===== src/rtl/ffa_ram.sv =====
// Generic simple dual-port RAM with one write port and a registered read port.
module ffa_ram #(
    parameter int unsigned WIDTH = 2,
    parameter int unsigned DEPTH = 16
) (
    input  logic                     i_clk,
    input  logic                     i_we,
    input  logic [$clog2(DEPTH)-1:0] i_waddr,
    input  logic [WIDTH-1:0]         i_wdata,
    input  logic [$clog2(DEPTH)-1:0] i_raddr,
    output logic [WIDTH-1:0]         o_rdata
);

    logic [WIDTH-1:0] r_mem [DEPTH];
    logic [WIDTH-1:0] r_rdata;

    // Write port
    always_ff @(posedge i_clk) begin
        if (i_we) begin
            r_mem[i_waddr] <= i_wdata;
        end
    end

    // Registered read port
    always_ff @(posedge i_clk) begin
        r_rdata <= r_mem[i_raddr];
    end

    assign o_rdata = r_rdata;

endmodule


===== config.mk =====
export PLATFORM = sky130hd
export DESIGN_NAME = ffa_ram
export DESIGN_NICKNAME = d
export VERILOG_FILES = /design/src/rtl/ffa_ram.sv
export SDC_FILE = /design/constraint.sdc
export NUM_CORES = 1
export LEC_CHECK = 0
export ABC_AREA = 1
export BUFFER_PORTS_ARGS = -buffer_cell sky130_fd_sc_hd__buf_2
export CELL_PAD_IN_SITES_DETAIL_PLACEMENT = 1
export CELL_PAD_IN_SITES_GLOBAL_PLACEMENT = 1
export CORE_UTILIZATION = 30
export DETAILED_ROUTE_END_ITERATION = 10
export PLACE_DENSITY = 0.66
export SKIP_CTS_REPAIR_TIMING = 1
export SYNTH_ARGS = -nofsm -noshare
export SYNTH_HDL_FRONTEND = slang
export SYNTH_SLANG_ARGS = --single-unit
export TNS_END_PERCENT = 1

===== constraint.sdc =====
create_clock -name i_clk -period 1.7 [get_ports i_clk]
set_clock_uncertainty 0.1 [all_clocks]
set_input_delay 0.34 -clock i_clk [delete_from_list [all_inputs] [get_ports i_clk]]
set_output_delay 0.34 -clock i_clk [all_outputs]
set_load 0.005 [all_outputs]

Word-level counts from Yosys, hierarchy flattened --
Memories as Yosys holds them, arrays and structs flattened. A register that Yosys moved wholly into a read port is not among the register bits. Index checks and enable logic that the tools add are counted.
Word-level totals: register bits after elaboration 0, memory bits (writable) 32, bits of input ports 12, output and inout bits 2, memories 1
Cells by class: mux-type cells 2
Memory list:
- r_mem | words 16, bits a word 2, rd ports 1, clocked after Yosys merged registers in 1, wr ports 1, RTL line 14 | logic [WIDTH-1:0] r_mem [DEPTH];
Operators by type and width (count):
- $mux W1 | 2

Logic depth before layout (Yosys ltp) --
depth in word-level cells 2, gate-level depth with buffers 8

Worst setup path before layout --
OpenSTA, ideal clock, no wires.
path kind input port to flip-flop, from in i_raddr[0], to reg r_rdata[0], in the netlist o_rdata[0], read port of r_mem, data arrival time 0.914 ns, path slack 0.573 ns, cell stages on the path 8, cell sequence buf_6 > inv_4 > buf_6 > nand2_1 > nand3_1 > nand3_1 > nand3_1 > nand2_1
RTL lines:
- from (decl) | RTL line 10 | input logic [$clog2(DEPTH)-1:0] i_raddr,
- to (decl) | RTL line 15 | logic [WIDTH-1:0] r_rdata;

Worst setup path after layout --
from reg r_rdata[0], in the netlist o_rdata[0], read port of r_mem, to out o_rdata[0]
RTL lines:
- to (decl) | RTL line 11 | output logic [WIDTH-1:0] o_rdata
No word-level cell between the ends.

==> out/results.txt <==
DRT met1 WL = 1429 um
Crit-path leading delay family = flip-flops
Die Width = 73.45 um
# diodes = 0
Critical Path Slowest Stage Cell = dfxtp_1
Worst-margin pin slew = 0.3325 ns
Vias in the first global route = 1141
Final net count = 187
Routed met3 length = 129 um
Sum Neg Setup Slack = 0 ns
Iteration-0 DRC Markers = 57
Vias = 1066
Hold Crit Depth = 3
Initial Util = 31.79%
Core ar. = 4817 um^2
Die area = 5395 um^2
#FFs+latches synth = 34
Clock sink total = 34
Worst reg2reg path depth = 6
Final worst slack = 0.5644 ns
Crit path buffers/inverters = 1
VDD IR max = 337.1 uV
Slowest Stage Delay on Critical Path = 0.30 ns
Detail Route met2 WL = 1586 um
CP Class = reg -> out
Hold Path End = o_rdata[0]
FF-to-FF Start = r_mem[7][0]
Cell Pwr Density = 1016 nW/um^2
Fin. Hold Viols = 0
Die outline height = 73.45 um
Seq/Total Area, Yosys = 65.36%
Worst reg2reg setup slack = 0.69 ns
Final Max Tran Viols = 0
Total wire length = 3210 um
Hold/Removal Path Class = in -> reg
Vias per cell = 4.387
Routability cong. = 0.7964
GRT Total Usage = 14.11%
Rel. slew slack = 77.83%
Area grow syn2layout = 14.38%
# Max-Cap Violations = 0
Gate Count Post-Synth = 159
Leak = 0.7587 nW
Commonest non-fill, non-tap cell in the layout = nand2_1
Final Setup Violations = 0
Unrepaired setup endpoints after global routing = false
Port Buffers = 13
Largest net degree at the start of global routing = 18
Fin cells = 243
Io pins = 14
H-tree depth = 2
Final HPWL DP = 2402 um
Final min period = 1.136 ns
Yosys warnings = 0
Syn_area_per_cell = 9.632 um^2
Clock Pin Slew Worst Setup and Hold Paths = 0.07 ns
Placed Cells = 235
Hold_ws = 0.2072 ns
# rows = 25
Clock Tree Root = clkbuf_8
Period utilization = 66.80%
Worst-Skew Late Latency = 0.28 ns
Syn_nets = 171
CP Data Arrival Time = 0.70 ns
Wire per inst = 13.21 um
Max Freq = 880.6 MHz
Top layer reached by signal wires = met4
Worst path required time = 1.26 ns
Critical path capture point type = output port
Detailed-route DRC error count = 0
Synthesized area = 1531 um^2
CTS tree = yes
Hold Startpoint = i_raddr[3]
First-pass GRT wire length = 5506 um
Status = finished, final reports clean
Final ANT Viol Nets = 0
Share of cells above drive strength 1 = 11.93%
Initial antenna violation count = 0
Cell variety after synth = 12
CP Cell Sequence = buf_2
CP Launch Type = register
Gr ovfl total = 0
CTS buffer count = 5
Max clock buf depth = 2
R2r endpoint = o_rdata[0]
Setup WS pre-CTS = 0.3069 ns
Router iterations before antenna repair = 4
Commonest cells after routing, fill and taps aside = 47 x nand2_1, 32 x edfxtp_1, 28 x inv_1, 25 x nand3_1, 17 x nor2_1
Critical path fanouts, max = 1
## logic make-up (layout without fill, tap and decap cells)
logic type	after synthesis	in the layout	synth area share (%)
flip-flops	34	34	65.36
AND/OR/NAND/NOR	91	91	24.84
buffers and inverters	34	51	9.804
## synthesized netlist by cell type
cell type	instances	area share (%)
nand2_1	47	12
edfxtp_1	32	63
inv_1	28	6.9
nand3_1	25	8.2
nor2_1	17	4.2
buf_6	2	1.5
dfxtp_1	2	2.6
nand3b_1	2	0.98
buf_2	1	0.33
buf_4	1	0.49
inv_2	1	0.24
inv_4	1	0.41
## area by class of cell
class | count | area [um^2]
clock inverter | 1 | 30.03
fill | 577 | 3065
inverter | 30 | 115.1
multi-input combinational | 91 | 380.4
timing repair buffer | 13 | 65.06
clock buffer | 7 | 76.32
sequential | 34 | 1001
tap | 67 | 83.83
## stage by stage
step	instance area, um^2	power, mW	util (%)
after global placement	1645	1.081	34.16
after CTS	1752	1.802	36.36
after global routing	1752	1.849	36.36
after floorplan	1531	1.035	-
after detailed placement	1645	1.084	34.16
final	1752	1.780	36.36
## routing by layer
layer,vias to the layer above,GRT usage (%)
li1,534,-
met4,0,6.410
met5,-,0
met1,506,16.58
met3,6,3.841
met2,20,23.96
## state kept, by name, summed over array words and instances (netlist names)
| signal | flops |
|---|---|
| r_mem | 32 |
| o_rdata | 2 |
## power breakdown
group          switching (mW)  internal, mW
Sequential            0.00492         0.936
Clock                   0.279         0.438
Combinational          0.0830        0.0389
Total                   0.367          1.41
## how the worst max path moves through the flow
stage | slack [ns] | startpoint | cells past startpoint | end
3_5_place_dp | 0.31 | i_raddr[0] | 8 | o_rdata[1]
4_1_cts | 0.55 | o_rdata[0] | 1 | o_rdata[0]
5_1_grt | 0.47 | i_raddr[0] | 8 | o_rdata[0]
6_report | 0.56 | o_rdata[0] | 1 | o_rdata[0]
2_1_floorplan | 0.57 | i_raddr[0] | 8 | o_rdata[0]
3_3_place_gp | 0.31 | i_raddr[0] | 8 | o_rdata[0]
Power figures use the tool's default switching activity.
